<file path="src/design/mtre_pkg.sv">
// Shared constants, register indexes and colour conversion for the tile expander.
package mtre_pkg;

  // Default coordinate width of the screen origin
  localparam int COORD_BITS_DEF = 10;

  // Tile geometry
  localparam int TILE_DIM  = 8;
  localparam int TILE_PIX  = TILE_DIM * TILE_DIM;
  localparam int COL_BITS  = $clog2(TILE_DIM);
  localparam int PIX_BITS  = $clog2(TILE_PIX);

  // Configuration register port
  localparam int CFG_DATA_BITS = 24;
  localparam int CFG_IDX_BITS  = 1;

  typedef enum logic [CFG_IDX_BITS-1:0] {
    CFG_FORE_RGB = 1'b0,
    CFG_BACK_RGB = 1'b1
  } cfg_idx_t;

  localparam logic [CFG_DATA_BITS-1:0] FORE_RST = 24'hFF_FFFF;
  localparam logic [CFG_DATA_BITS-1:0] BACK_RST = 24'h00_0000;

  // Reduce 24-bit RGB to RGB565 and swap its two bytes
  function automatic logic [15:0] rgb_to_swapped565(input logic [23:0] rgb);
    logic [15:0] c;
    c = {rgb[23:19], rgb[15:10], rgb[7:3]};
    return {c[7:0], c[15:8]};
  endfunction

endpackage

</file>
<file path="src/design/mono_tile_to_rgb565_expander.sv">
// Top level: collects 8x8 monochrome tiles and streams them out as RGB565 pixels.
//
// Input channel (in_*): one bitmap byte per transaction, one tile column each.
// in_first starts a new bitmap and latches origin and size; a restart drops the
// tile being collected. Output channel (out_*): one pixel per transaction,
// 64 per tile in row-major order, each tagged with the tile window origin.
// Configuration (cfg_*): write fore/back colour while the block is idle.
//
// The first pixel of a tile is on the output the cycle after its
// eighth byte is accepted. Throughput is set by the 64-bit pixel shift
// register, which hands out one pixel per cycle while out_stall is low. The
// first seven bytes of the next tile are taken while the current one drains;
// the eighth is stalled until the last pixel of the current tile is accepted.
//
// Reset: colours return to white on black, geometry to zero (every tile is then
// a final tile at offset 0), no pixels pending.
// A stalled output holds its pixel; input stall follows from it only on the
// eighth byte of a tile.
module mono_tile_to_rgb565_expander
  import mtre_pkg::*;
#(
  parameter int COORD_BITS = COORD_BITS_DEF
) (
  input  logic                     clk,
  input  logic                     rst_n,
  // configuration
  input  logic                     cfg_we,
  input  logic [CFG_IDX_BITS-1:0]  cfg_index,
  input  logic [CFG_DATA_BITS-1:0] cfg_wdata,
  // input bytes
  input  logic                     in_valid,
  output logic                     in_stall,
  input  logic [7:0]               in_bitmap_byte,
  input  logic                     in_first,
  input  logic [COORD_BITS-1:0]    in_origin_x,
  input  logic [COORD_BITS-1:0]    in_origin_y,
  input  logic [COORD_BITS:0]      in_width_px,
  input  logic [COORD_BITS:0]      in_height_px,
  // output pixels
  output logic                     out_valid,
  input  logic                     out_stall,
  output logic [COORD_BITS:0]      out_tile_x,
  output logic [COORD_BITS:0]      out_tile_y,
  output logic [15:0]              out_pixel_color,
  output logic                     out_last_in_tile,
  output logic                     out_last_in_bitmap
);

  localparam int DIM = COORD_BITS + 1;

  // Colour registers
  logic [CFG_DATA_BITS-1:0] fore_r, back_r;

  // Collection side
  logic [7:0]            cols_r [TILE_DIM];
  logic [COL_BITS-1:0]   byte_cnt_r, byte_cnt_nxt, wr_col;
  logic [DIM-1:0]        col_off_r, row_off_r, col_off_nxt, row_off_nxt;
  logic [COORD_BITS-1:0] org_x_r, org_y_r;
  logic [DIM-1:0]        width_r, height_r;

  // Emission side
  logic                  busy_r;
  logic [PIX_BITS-1:0]   pix_cnt_r;
  logic [TILE_PIX-1:0]   pix_sr_r;
  logic [DIM-1:0]        tx_r, ty_r;
  logic                  final_r;

  logic                  in_acc, out_acc, out_done, tile_done;
  logic [TILE_PIX-1:0]   tile_bits;
  logic [DIM:0]          next_col, next_row;
  logic                  col_wrap, row_wrap;
  logic [DIM-1:0]        tx_nxt, ty_nxt;

  // Handshakes
  assign out_acc   = out_valid && !out_stall;
  assign out_done  = out_acc && (pix_cnt_r == PIX_BITS'(TILE_PIX - 1));
  assign in_stall  = busy_r && !out_done && (byte_cnt_r == COL_BITS'(TILE_DIM - 1));
  assign in_acc    = in_valid && !in_stall;
  assign tile_done = in_acc && !in_first && (byte_cnt_r == COL_BITS'(TILE_DIM - 1));

  // Column slot and byte count; a restart puts this byte in column 0
  always_comb begin
    wr_col       = in_first ? '0 : byte_cnt_r;
    byte_cnt_nxt = wr_col + COL_BITS'(1);
  end

  // Arrange the tile in row-major order, last column straight from the input
  always_comb begin
    for (int r = 0; r < TILE_DIM; r++) begin
      for (int c = 0; c < TILE_DIM; c++) begin
        tile_bits[r*TILE_DIM + c] = (c == TILE_DIM - 1) ? in_bitmap_byte[r] : cols_r[c][r];
      end
    end
  end

  // Window origin of the completed tile and the offsets of the next one
  always_comb begin
    tx_nxt      = DIM'({1'b0, org_x_r} + col_off_r);
    ty_nxt      = DIM'({1'b0, org_y_r} + row_off_r);
    next_col    = {1'b0, col_off_r} + (DIM+1)'(TILE_DIM);
    next_row    = {1'b0, row_off_r} + (DIM+1)'(TILE_DIM);
    col_wrap    = next_col >= {1'b0, width_r};
    row_wrap    = next_row >= {1'b0, height_r};
    col_off_nxt = col_off_r;
    row_off_nxt = row_off_r;
    if (col_wrap) begin
      col_off_nxt = '0;
      row_off_nxt = row_wrap ? '0 : next_row[DIM-1:0];
    end else begin
      col_off_nxt = next_col[DIM-1:0];
    end
  end

  // Configuration writes
  always_ff @(posedge clk) begin
    if (!rst_n) begin
      fore_r <= FORE_RST;
      back_r <= BACK_RST;
    end else if (cfg_we) begin
      case (cfg_idx_t'(cfg_index))
        CFG_FORE_RGB: fore_r <= cfg_wdata;
        CFG_BACK_RGB: back_r <= cfg_wdata;
        default: ;
      endcase
    end
  end

  // Store columns (no reset needed)
  always_ff @(posedge clk) begin
    if (in_acc) begin
      cols_r[wr_col] <= in_bitmap_byte;
    end
  end

  // Byte count, bitmap geometry and tile offsets
  always_ff @(posedge clk) begin
    if (!rst_n) begin
      byte_cnt_r <= '0;
      col_off_r  <= '0;
      row_off_r  <= '0;
      org_x_r    <= '0;
      org_y_r    <= '0;
      width_r    <= '0;
      height_r   <= '0;
    end else if (in_acc) begin
      byte_cnt_r <= byte_cnt_nxt;
      if (in_first) begin
        org_x_r   <= in_origin_x;
        org_y_r   <= in_origin_y;
        width_r   <= in_width_px;
        height_r  <= in_height_px;
        col_off_r <= '0;
        row_off_r <= '0;
      end else if (tile_done) begin
        col_off_r <= col_off_nxt;
        row_off_r <= row_off_nxt;
      end
    end
  end

  // Emission control: load a finished tile, advance one pixel per transaction
  always_ff @(posedge clk) begin
    if (!rst_n) begin
      busy_r    <= 1'b0;
      pix_cnt_r <= '0;
    end else if (tile_done) begin
      busy_r    <= 1'b1;
      pix_cnt_r <= '0;
    end else if (out_acc) begin
      busy_r    <= !out_done;
      pix_cnt_r <= pix_cnt_r + PIX_BITS'(1);
    end
  end

  // Pixel shift register and tile tag
  always_ff @(posedge clk) begin
    if (tile_done) begin
      pix_sr_r <= tile_bits;
      tx_r     <= tx_nxt;
      ty_r     <= ty_nxt;
      final_r  <= col_wrap && row_wrap;
    end else if (out_acc) begin
      pix_sr_r <= {1'b0, pix_sr_r[TILE_PIX-1:1]};
    end
  end

  // Output drive
  assign out_valid          = busy_r;
  assign out_tile_x         = tx_r;
  assign out_tile_y         = ty_r;
  assign out_pixel_color    = pix_sr_r[0] ? rgb_to_swapped565(fore_r) : rgb_to_swapped565(back_r);
  assign out_last_in_tile   = (pix_cnt_r == PIX_BITS'(TILE_PIX - 1));
  assign out_last_in_bitmap = out_last_in_tile && final_r;

endmodule

</file>
<file path="config.mk">
export PLATFORM = sky130hd
export DESIGN_NAME = mono_tile_to_rgb565_expander
export DESIGN_NICKNAME = d
export VERILOG_FILES = /design/src/design/mtre_pkg.sv /design/src/design/mono_tile_to_rgb565_expander.sv
export SDC_FILE = /design/constraint.sdc
export NUM_CORES = 1
export LEC_CHECK = 0
export BUFFER_PORTS_ARGS = -buffer_cell sky130_fd_sc_hd__buf_2
export CAP_MARGIN = 20
export CELL_PAD_IN_SITES_DETAIL_PLACEMENT = 0
export CELL_PAD_IN_SITES_GLOBAL_PLACEMENT = 2
export CORE_ASPECT_RATIO = 1.75
export CORE_MARGIN = 3
export CORE_UTILIZATION = 40
export CTS_CLUSTER_DIAMETER = 100
export DETAILED_ROUTE_END_ITERATION = 7
export PLACE_DENSITY_LB_ADDON = 0.25
export SYNTH_ARGS = -nofsm -noshare
export SYNTH_HDL_FRONTEND = slang
export SYNTH_SLANG_ARGS = --single-unit
</file>
<file path="constraint.sdc">
create_clock -name clk -period 7.25 [get_ports clk]
set_input_delay 1.45 -clock clk [delete_from_list [all_inputs] [get_ports clk]]
set_output_delay 1.45 -clock clk [all_outputs]
set_load 0.02 [all_outputs]
</file>
After elaboration in Yosys (flattened, before gate mapping) --
Memories as Yosys holds them, arrays and structs flattened. Index checks and enable logic that the tools add are counted.
Cells by class: add/sub/neg operators 6, magnitude comparators 2, equal/unequal tests 2, muxes and demuxes 15, bitwise gates (word level) 2, reduce and logical (&&, ||, !) cells 22
Operators with widths (number):
- $mux 64 | 2
- $mux 11 | 7
- $add 11x4->12 const B | 2
- $ge 12x11->1 | 2
- $add 10x11->11 | 2
- $mux 16 | 1
- $logic_and 1x1->1 | 9
- $reduce_and 2->1 | 4
- $add 6x1->6 const B | 1
- $eq 6x6->1 const B | 1
- $reduce_bool 2->1 | 3
- $logic_not 1->1 | 4
- $mux 1 | 4
- $add 3x1->3 const B | 1
- $eq 3x3->1 const B | 1
- $mux 3 | 1
- $reduce_and 3->1 | 1
- $not 1->1 | 2
- $reduce_or 2->1 | 1
Word-level totals: register bits after elaboration 209, RAM bits 64, bits of input ports 81, output and inout bits 42, logic and storage cells 65, memories 1
Memory list:
- cols_r | depth 8, bits a word 8, rd ports 7, clocked after Yosys merged registers in 0, write ports 1, RTL line mono_tile_to_rgb565_expander.sv:55 | logic [7:0] cols_r [TILE_DIM];

Longest topological paths before layout --
Gate-level depths: netlist of the first run.
depth in word-level cells 12, mapped depth 12, depth with buffers taken out 12

Least setup slack after synthesis of the first run --
Ideal clock, no wire load.
kind in2reg, start point input port out_stall, end point register pix_sr_r[0], enable pin, data arrival time 3.166 ns, required time 6.856 ns, setup slack 3.690 ns, stages 6, path buffers 1, path through nand4b_1 o21ai_0 nand2_1 clkinv_1 buf_2 or2_2
On the way: word-level cells in the longest chain between the ends 11
Ends and longest elaborated chain:
- start: declaration | RTL line mono_tile_to_rgb565_expander.sv:41 | input logic out_stall,
- $logic_not 1->1 * | RTL line mono_tile_to_rgb565_expander.sv:75 | assign out_acc = out_valid && !out_stall;
- $logic_and 1x1->1 * | RTL line mono_tile_to_rgb565_expander.sv:75
- $logic_and 1x1->1 | RTL line mono_tile_to_rgb565_expander.sv:76 | assign out_done = out_acc && (pix_cnt_r == PIX_BITS'(TILE_PIX - 1));
- $logic_not 1->1 | RTL line mono_tile_to_rgb565_expander.sv:77 | assign in_stall = busy_r && !out_done && (byte_cnt_r == COL_BITS'(TILE_DIM - 1));
- $logic_and 1x1->1 (2 in series) | RTL line mono_tile_to_rgb565_expander.sv:77
- $logic_not 1->1 | RTL line mono_tile_to_rgb565_expander.sv:78 | assign in_acc = in_valid && !in_stall;
- $logic_and 1x1->1 | RTL line mono_tile_to_rgb565_expander.sv:78
- $logic_and 1x1->1 (2 in series) | RTL line mono_tile_to_rgb565_expander.sv:79 | assign tile_done = in_acc && !in_first && (byte_cnt_r == COL_BITS'(TILE_DIM - 1));
- $reduce_bool 2->1 (no source line) *
- end signal: assignment | RTL line mono_tile_to_rgb565_expander.sv:178 | pix_sr_r <= tile_bits;
- end signal: assignment | RTL line mono_tile_to_rgb565_expander.sv:183 | pix_sr_r <= {1'b0, pix_sr_r[TILE_PIX-1:1]};
- end: declaration | RTL line mono_tile_to_rgb565_expander.sv:64 | logic [TILE_PIX-1:0] pix_sr_r;
Mark *: on every way between the ends. The rest lies on a longest branch, timed or not. A chain may end at the register's enable or synchronous reset.

Final worst setup path of the first run --
start point input port out_stall, end point register pix_sr_r[4], enable pin
The elaborated chain is that of the path after synthesis.

==> impl.org, run 1 <==
** Synthesis
- Proportion of synthesized flip-flops having asynchronous set or reset :: 0%
- Post-synthesis instance total :: 988
- Cell area after technology mapping :: ~0.010 mm^2
- Synthesized area per cell :: 10.3 um^2
- Among all flip-flop cells after synthesis, the most frequent one is sky130_fd_sc_hd__edfxtp_1.
- Number of flip-flops and latches in the synthesized netlist :: between 200 and 250
- Sequential elements use 61.7% of the synthesized area.
- Counting distinct cell types in the post-synthesis netlist gives 60.
- Number of synthesized flops with an enable pin :: 143
- Post-Synthesis Net Count :: around 1.1k
- During synthesis, Yosys emitted a total of 0 warnings.

** Pwr
- Leakage :: 4.74 nW
- VDD sags by at most 184 uV.
- Total power for the finished layout comes to 2.83 mW.
- Power per standard cell area :: 240 mW/mm^2

** STA
- In the finished design, the share of the clock period the worst path needs comes to 61.5%.
- The worst pin sits at a relative slew slack of between 20 and 30%.
- On the final layout, the worst hold slack is 0.429 ns.
- Adding up every negative setup slack in the final design gives 0 ns.
- Setup repair after global routing missed its margin :: no
- The number of pins exceeding their max-slew limit in the final report came to 0.
- Number of hold-slack violations in the final timing report :: 0
- Slew at the pin closest to its max-slew limit :: 1.08 ns
- Setup slack on the critical path of the routed design comes to 2.79 ns.
- Fmax :: 224 MHz
- Final period demand of the worst path :: 4.46 ns
- Setup violations remaining at the end of the flow were counted as 0.
- Max Clock Skew :: roughly 0.011 ns

** CTS
- Buffers inserted to repair hold after CTS numbered 0.
- TritonCTS built the clock tree.
- Counting the buffers created by CTS gives 24.
- Skew-Pair Late Insertion Delay :: 0.52 ns
- In this run the post-CTS setup repair buffer count came out at 0.
- Total number of H-tree levels :: 1
- Post-cts gate resize count :: 0
- CTS placed an instance of sky130_fd_sc_hd__clkbuf_16 at the clock tree root.
- Post-CTS clock slew at the launch and capture registers of the worst setup and hold paths :: 0.06 ns
- The clock passes through at most 3 buffers.
- CTS saw 243 sinks.

** Critical path
- Data on the critical path arrives at its endpoint at 4.62 ns.
- Count of buffer and inverter cells on the critical path :: 3
- In this run the worst path has a maximum fanout of 70.
- Cell Chain, Critical Path :: buf_2 > nand4b_1 > o21ai_0 > nand2_4 > inv_2 > or2_2 > buf_4
- Startpoint type of the worst setup path :: input port
- Peak per-stage delay on the critical path :: approximately 0.73 ns
- The setup path with the least slack is of type in -> reg.
- Crit path max-delay family :: simple AND/OR/NAND/NOR gates
- Standard cell with the maximum stage delay on the critical path :: sky130_fd_sc_hd__or2_2
- The worst setup path is captured at a register.
- STA puts the critical path data required time at 7.41 ns.

** Global route
- Total grt overflow :: 0
- Global routing used 16.4% of the available tracks across all layers.
- Number of antenna violations at the first check in global routing :: 0
- The number of global-route vias before repair was a little under 7k.
- Global-route wire length before repair :: between 30 and 40 mm
- Maximum number of pins on one net before global-route repair :: 78

** Floorplanning
- The total area inside the core boundary comes to approximately 0.025 mm^2.
- IO Count :: 123
- DIE AREA :: 0.0275 mm^2
- The floorplan has 76 rows.
- Initial Utilization :: 41.0%
- The floorplan step set the die width to around 130 um.
- The floorplan step set the die height to roughly 220 um.

** Place
- Global placement routability congestion :: 0.776
- At the placement stage, the worst setup path has a slack of 2.19 ns.
- Input and output buffers added on the ports amount to between 100 and 150.
- Detailed-placement wirelength estimate :: 15.0 mm

** Finish
- N_diodes :: 0
- Relative area change from synthesis to final layout :: 15.2%
- Fill cells in the final layout number around 2.4k.
- For this run, the post-layout net count is 1200.
- Proportion of layout cells with a drive suffix above 1 :: between 10% and 20%

** Drt
- The detail route stage leaves a number of antenna-violating nets equal to 0.
- Detailed routing inserted a total of 6947 vias.
- Initial detailed-routing violation count :: 346
- After detailed routing, the average wire length per cell comes to approximately 16 um.
- In the routed design, unresolved DRC markers number 0.
- Total detailed-routing wirelength :: about 23 mm
- Routed vias/inst :: 4.91
- Iteration count of the initial detailed-routing pass :: 4

** Job
- Max capacitance violation total :: 0

** Run status
- The flow ran to the end, and the final reports show no timing, DRC or antenna violations.

** Hold path
- Worst hold-check path type :: reg -> reg
[worst reg2reg max path: cells and delay by family (launching register included)]
kind / cells / cell delay, ns
buffers and inverters: 2 / 1.11
flip-flops: 1 / 0.37
AND/OR/NAND/NOR: 3 / 1.44
AO/OA/AOI/OAI: 1 / 0.44
adder cells (fa/ha/maj): 1 / 0.21
[layout make-up]
class	instances	area, um^2	area share, %
sequential	243	6300	53.5
multi-input combinational	662	3580	30.5
clock buffer	34	669	5.69
timing repair buffer	120	616	5.23
tap	312	390	3.32
inverter	34	128	1.09
clock inverter	10	77.6	0.660
[path summary, 6_finish.rpt]
check	startpoint	end	slack, ns	cells after the start
worst max-delay path	out_stall	pix_sr_r[4]	2.79	7
worst min-delay path	org_x_r[1]	out_tile_x[1]	0.43	0
worst max register to register	pix_cnt_r[1]	pix_sr_r[4]	3.32	7
worst min register to register	org_x_r[1]	out_tile_x[1]	0.43	0
[registers in the layout, indices dropped and copies added (netlist names), 3 cells and up]
name / cells
back_r: 16
byte_cnt_r: 3
col_off_r: 8
cols_r: 56
fore_r: 16
height_r: 11
org_x_r: 10
org_y_r: 10
out_tile_x: 11
out_tile_y: 11
pix_cnt_r: 6
pix_sr_r: 64
row_off_r: 8
width_r: 11
[placed cells by master, fill, tap and decap left out, types with 4 or more instances in the layout]
master	netlist	layout
sky130_fd_sc_hd__ha_1	34	34
sky130_fd_sc_hd__or2_2	5	5
sky130_fd_sc_hd__xnor2_1	21	21
sky130_fd_sc_hd__buf_2	11	114
sky130_fd_sc_hd__a21oi_1	70	70
sky130_fd_sc_hd__edfxtp_1	143	143
sky130_fd_sc_hd__clkbuf_16	0	25
sky130_fd_sc_hd__or3_1	7	7
sky130_fd_sc_hd__o22ai_2	4	4
sky130_fd_sc_hd__nand2_1	356	355
sky130_fd_sc_hd__xor2_1	10	10
sky130_fd_sc_hd__inv_1	33	32
sky130_fd_sc_hd__and3_1	7	6
sky130_fd_sc_hd__nand3_1	33	33
sky130_fd_sc_hd__o21ai_0	5	5
sky130_fd_sc_hd__buf_4	1	6
sky130_fd_sc_hd__nor3_1	7	7
sky130_fd_sc_hd__mux2_2	17	17
sky130_fd_sc_hd__clkbuf_1	33	8
sky130_fd_sc_hd__dfxtp_1	100	100
sky130_fd_sc_hd__nand2b_1	4	4
sky130_fd_sc_hd__nor2b_1	7	7
sky130_fd_sc_hd__nor2_1	28	28
[metrics by stage]
stage / cells / utilization, % / instance area, um^2
after floorplan: 988 / - / 10200
after global placement: 1371 / 44.2 / 11000
after detailed placement: 1371 / 44.2 / 11000
after CTS: 1415 / 47.2 / 11800
after global routing: 1415 / 47.2 / 11800
final: 1415 / 47.2 / 11800
[metal layers]
layer  track usage, %  part of all wire (%)  vias up
li1                 -                     -     3529
met1             18.9                    41     3293
met2             30.7                    54       95
met3             2.73                   3.4       30
met4             5.30                   2.2        0
met5                0                     0        -
[logic make-up (layout without fill, tap and decap cells)]
| logic type | count (synthesis) | after routing | share of synthesized area [%] |
|---|---|---|---|
| XOR/XNOR | 31 | 31 | 2.66 |
| buffers and inverters | 83 | 198 | 3.36 |
| AO/OA/AOI/OAI | 104 | 104 | 6.39 |
| multiplexers | 19 | 19 | 2.19 |
| flip-flops | 243 | 243 | 61.7 |
| adder cells (fa/ha/maj) | 34 | 34 | 4.17 |
| AND/OR/NAND/NOR | 474 | 474 | 19.6 |
[where the power goes]
group / internal [mW] / switching, mW
clock: 0.680 / 0.517
sequential: 1.48 / 0.0128
combinational: 0.0515 / 0.0865
[Yosys cell counts (2+ instances only)]
master	instances	area [um^2]
sky130_fd_sc_hd__xnor2_1	21	184
sky130_fd_sc_hd__nand2b_1	4	25.0
sky130_fd_sc_hd__and3_1	7	43.8
sky130_fd_sc_hd__ha_1	34	425
sky130_fd_sc_hd__a21oi_1	70	350
sky130_fd_sc_hd__a32oi_1	2	17.5
sky130_fd_sc_hd__o211ai_2	2	25.0
sky130_fd_sc_hd__nor3_1	7	35.0
sky130_fd_sc_hd__a31oi_1	3	18.8
sky130_fd_sc_hd__a21o_1	3	22.5
sky130_fd_sc_hd__nor2_1	28	105
sky130_fd_sc_hd__and2_1	2	12.5
sky130_fd_sc_hd__o21ai_0	5	25.0
sky130_fd_sc_hd__buf_1	2	7.51
sky130_fd_sc_hd__inv_1	33	124
sky130_fd_sc_hd__edfxtp_1	143	4290
sky130_fd_sc_hd__o21ai_1	3	15.0
sky130_fd_sc_hd__buf_2	11	55.1
sky130_fd_sc_hd__clkbuf_1	33	124
sky130_fd_sc_hd__or2_2	5	31.3
sky130_fd_sc_hd__dfxtp_1	100	2000
sky130_fd_sc_hd__nand2_1	356	1340
sky130_fd_sc_hd__nand4_1	3	18.8
sky130_fd_sc_hd__nor4b_1	2	17.5
sky130_fd_sc_hd__a211oi_1	2	15.0
sky130_fd_sc_hd__or3_1	7	43.8
sky130_fd_sc_hd__nand3_1	33	165
sky130_fd_sc_hd__xor2_1	10	87.6
sky130_fd_sc_hd__o22ai_2	4	50.1
sky130_fd_sc_hd__nor2b_1	7	43.8
sky130_fd_sc_hd__mux2_2	17	191
No activity file was read; power rests on OpenSTA's default activity.
==> inputs of run 2 (changes only) <==
ABC_AREA = 1   (was default)
CORE_UTILIZATION = 37   (was 40)
clock period = 4.5 ns   (was 7.25 ns; I/O delays follow)
==> run 2 against run 1 <==
Flip-flop and latch count unchanged; clock skew down 0.0034 ns; global-route usage down 0.52 points; core utilization down 2.6 points; design area up 2.0%; total power up 65%; first-iteration DRC count down 4.9%; wire length up 4.0%; register-to-register slack worse by 1.5 ns; non-clock buffer count up 8; critical path type is now reg -> out; critical endpoint is now out_pixel_color[9].
==> impl.org, run 2 <==
** Run status
- The run finished with clean final reports.

** Pwr
- Sequential cell fraction of total power :: 51.6% (-1.2 points)
- The fraction of power consumed by combinational cells is 5.5% (+0.6 points).
- Worst IR drop on VDD :: 292 uV (+58%)
- The leakage dissipation came to 5.09 nW (+7.4%).
- Switching power as a share of total power :: 22.0% (+0.25 points)
- Switching power summed over all nets :: 1.03 mW (+67%)
- The total power divided by cell area was 390 mW/mm^2 (+62%).
- Clock network fraction of total power :: 43.0% (+0.7 points)
- The internal power came to 3.65 mW (+65%).

** Finish
- Relative area change from synthesis to final layout :: 17.2%
- The total inserted antenna cells is 0 (unchanged).
- Leaving out fill and tap cells, the most frequent cell in the layout is sky130_fd_sc_hd__nand2_1.
- The largest registers in the layout are pix_sr_r (64), cols_r (56).
- Proportion of layout cells with a drive suffix above 1 :: 15.8% (-2.1 points)
- The number of non-filler instances in the completed layout was 1546 (+9.3%).
- The flip-flop count of the largest register after layout is 64 (unchanged).
- pix_sr_r holds more flip-flops than any other register.
- The post-layout utilization of the core is 44.6% (-2.6 points).
- The library cells used most frequently in the layout, excluding fill and tap cells, are sky130_fd_sc_hd__nand2_1, sky130_fd_sc_hd__edfxtp_1, sky130_fd_sc_hd__buf_2.
- Count of nets after finishing :: 1279 (+6.6%)

** CTS
- Skew-Pair Late Insertion Delay :: 0.52 ns (about the same)
- The count of instances resized after the clock tree is built came to 0 (unchanged).
- The total number of H-tree levels is 1 (unchanged).
- The number of buffers inserted for hold repair after clock tree synthesis came to 0 (unchanged).
- Number of setup buffers added after CTS :: 0 (unchanged)
- Post-CTS clock slew at the launch and capture registers of the worst setup and hold paths :: 0.06 ns (about the same)
- The number of CTS-inserted buffers is 25 (+4.2%).
- Cell at the root of the clock tree :: sky130_fd_sc_hd__clkbuf_16
- Max clock buf depth :: 3 (unchanged)
- The number of sinks handled by clock tree synthesis is 243 (unchanged).
- TritonCTS clock tree :: yes

** Synthesis
- By area the synthesized netlist is led by sky130_fd_sc_hd__edfxtp_1, sky130_fd_sc_hd__dfxtp_1, sky130_fd_sc_hd__nand2_1.
- The cell area after synthesis is 0.0102 mm^2 (+0.25%).
- Post-Synthesis Net Count :: 1173 (+6.3%)
- Warnings, synthesis :: 0 (unchanged)
- Number of flip-flops and latches in the synthesized netlist :: 243 (unchanged)
- Summed over all instances, the cell type with the most area after synthesis is sky130_fd_sc_hd__edfxtp_1.
- The synthesized instance count is 1058 (+7.1%).
- The post-synthesis sequential area ratio was 61.5% (-0.15 points).
- sky130_fd_sc_hd__nand2_1 is the most common cell in the netlist.
- Area share of the leading cell type in the synthesized netlist :: 42.0% (-0.10 points)
- Synthesized area per cell :: 9.67 um^2 (-6.4%)
- The number of synthesized flops with an enable pin was 143 (unchanged).
- Most frequent cells after synthesis :: sky130_fd_sc_hd__nand2_1, sky130_fd_sc_hd__edfxtp_1, sky130_fd_sc_hd__dfxtp_1, sky130_fd_sc_hd__inv_1, sky130_fd_sc_hd__a21oi_1
- Top_reg_cell synth :: sky130_fd_sc_hd__edfxtp_1
- Cell variety after synth :: 36 (-40%)
- Proportion of synthesized flip-flops having asynchronous set or reset :: 0% (unchanged)

** Critical path
- Required time at the endpoint of the critical path :: 3.60 ns (-3.81 ns)
- STA classifies the critical path startpoint as a register.
- Worst reg-to-reg setup slack :: 1.80 ns (-1.52 ns)
- The slowest stage of the critical path is the sky130_fd_sc_hd__edfxtp_1 cell.
- Count of buffer and inverter cells on the critical path :: 1 (-2)
- CP max FO :: 32 (-54%)
- The highest cell delay on the worst timing path is 1.03 ns (+0.30 ns).
- STA classifies the critical path endpoint as a primary output.
- Critical Path AT :: 2.15 ns (-2.47 ns)
- The setup path with the least slack is of type reg -> out.
- Crit path max-delay family :: flip-flops
- Traced cell by cell, the critical path runs through o21ai_0 > buf_2.

** STA
- Worst slack on hold paths :: 0.433 ns (+0.00463 ns)
- Final period demand of the worst path :: ~3.1 ns
- Setup repair after global routing left no endpoint under its margin.
- Tcrit/Tclk final :: 67.8%
- The number of failing hold endpoints at the final stage came to 0 (unchanged).
- Max Clock Skew :: 0.00743 ns (-0.00344 ns)
- Slew at the pin closest to its max-slew limit :: 1.04 ns (-0.0344 ns)
- Relative slew slack :: 30.5% (+2.6 points)
- The total negative setup slack is 0 ns (unchanged).
- Fmax :: 328 MHz
- The number of pins exceeding their max-slew limit in the final report was 0 (unchanged).
- Setup violators final :: 0 (unchanged)

** Floorplanning
- The die extent in y came to 226 um (+4.0%).
- The floorplan row count is 79 (+3.9%).
- DIE AREA :: 0.0298 mm^2 (+8.1%)
- IO Count :: 123 (unchanged)
- Initial Utilization :: 38.1% (-2.9 points)
- Area of the core region :: 0.0269 mm^2 (+7.9%)
- The x dimension of the die was 132 um (+3.9%).

** Drt
- The final wirelength is 23.9 mm (+4.0%).
- Post-route ant nets :: 0 (unchanged)
- Number of remaining DRC errors :: 0 (unchanged)
- Routed vias/inst :: 4.67 (-4.8%)
- The initial detailed-routing violation count came to 329 (-4.9%).
- The final routed wire length divided by cell count is 15.4 um (-4.8%).
- Routed via count :: 7223 (+4.0%)
- The number of iterations in the first detailed-routing pass is 4 (unchanged).

** Place
- Placed cells :: 1501 (+9.5%)
- The count of buffers inserted at the top-level ports came to 114 (unchanged).
- The HPWL after detailed placement is 16.1 mm (+7.4%).
- The routability congestion estimate from global placement was 0.759 (-2.3%).

** Global route
- Total grt overflow :: 0 (unchanged)
- Maximum number of pins on one net before global-route repair :: 65 (-17%)
- Total GRT Usage :: 15.9% (-0.52 points)
- Number of global-route vias before repair :: 7103 (+2.2%)
- The initial antenna violation count was 1 (+1).
- Global-route wire length before repair :: 38.0 mm (+4.5%)

** Hold path
- The path class of the tightest hold or removal check is reg -> reg.

** Job
- Max capacitance violation total :: 0 (unchanged)
==> run 2: changes by cell type after synthesis, moves of 17 or more <==
cell,delta
sky130_fd_sc_hd__o21ai_0,+49
sky130_fd_sc_hd__inv_1,+47
sky130_fd_sc_hd__nand3_1,+30
sky130_fd_sc_hd__nand2_1,-25
sky130_fd_sc_hd__mux2_2,-17
sky130_fd_sc_hd__xnor2_1,-17
==> run 2: cells by family after synthesis <==
group / share of synthesized area (%)
buffers and inverters: 5.26
DFF: 61.5
xor gates and xnor gates: 2.48
AOI/OAI and AO/OA: 7.72
and+or+nand+nor: 18.9
adders and majority gates: 4.16
==> run 2: worst paths after layout <==
path,start,end,cells past startpoint
hold reg to reg,org_y_r[0],out_tile_y[0],0
setup reg to reg,col_off_r[3],col_off_r[7],12
hold / removal,org_y_r[0],out_tile_y[0],0
setup / recovery,pix_sr_r[0],out_pixel_color[9],2
==> run 2: power groups by stage <==
stage / clock (mW) / sequential [mW] / combinational, mW
floorplan: 0 / 2.46 / 0.161
CTS: 2.08 / 2.41 / 0.262
detailed placement: 0 / 2.46 / 0.262
finish: 2.01 / 2.41 / 0.256
global placement: 0 / 2.46 / 0.256
global route: 2.16 / 2.42 / 0.294
==> run 2: area by class of cell <==
cell class                 count  area, um^2
clock buffer                  31         668
clock inverter                14         123
fill                        2726       14900
inverter                      87         327
multi-input combinational    679        3410
sequential                   243        6300
tap                          364         455
timing repair buffer         128         721
==> run 2: metal layers <==
| layer | wire length (um) | vias up | track usage, % | part of all wire [%] |
|---|---|---|---|---|
| li1 | - | 3720 | - | - |
| met1 | 9560 | 3359 | 17.9 | 40 |
| met2 | 12800 | 105 | 30.7 | 54 |
| met3 | 820 | 37 | 2.18 | 3.4 |
| met4 | 637 | 2 | 5.29 | 2.7 |
| met5 | 7 | - | 0 | 0.029 |
==> run 2: worst register-to-register path, stage by stage, from the launching register on <==
cell and delay (ns):
sky130_fd_sc_hd__dfxtp_1 0.44, sky130_fd_sc_hd__ha_1 0.22, sky130_fd_sc_hd__nand3_1 0.16, sky130_fd_sc_hd__xnor2_1 0.34, sky130_fd_sc_hd__ha_1 0.31, sky130_fd_sc_hd__a21o_1 0.16
sky130_fd_sc_hd__nor2_1 0.09, sky130_fd_sc_hd__nand2_1 0.09, sky130_fd_sc_hd__nand2_2 0.10, sky130_fd_sc_hd__nand3_1 0.19, sky130_fd_sc_hd__nand2_2 0.23, sky130_fd_sc_hd__nand2_1 0.13
sky130_fd_sc_hd__a21oi_1 0.15
==> run 2: stage by stage <==
stage	setup WS [ns]	power (mW)	instance area [um^2]
3_5_place_dp	1.17	2.72	11200
4_1_cts	1.38	4.76	12000
6_report	1.45	4.68	12000
3_3_place_gp	1.18	2.72	11200
5_1_grt	1.30	4.87	12000
2_1_floorplan	0.913	2.62	10200
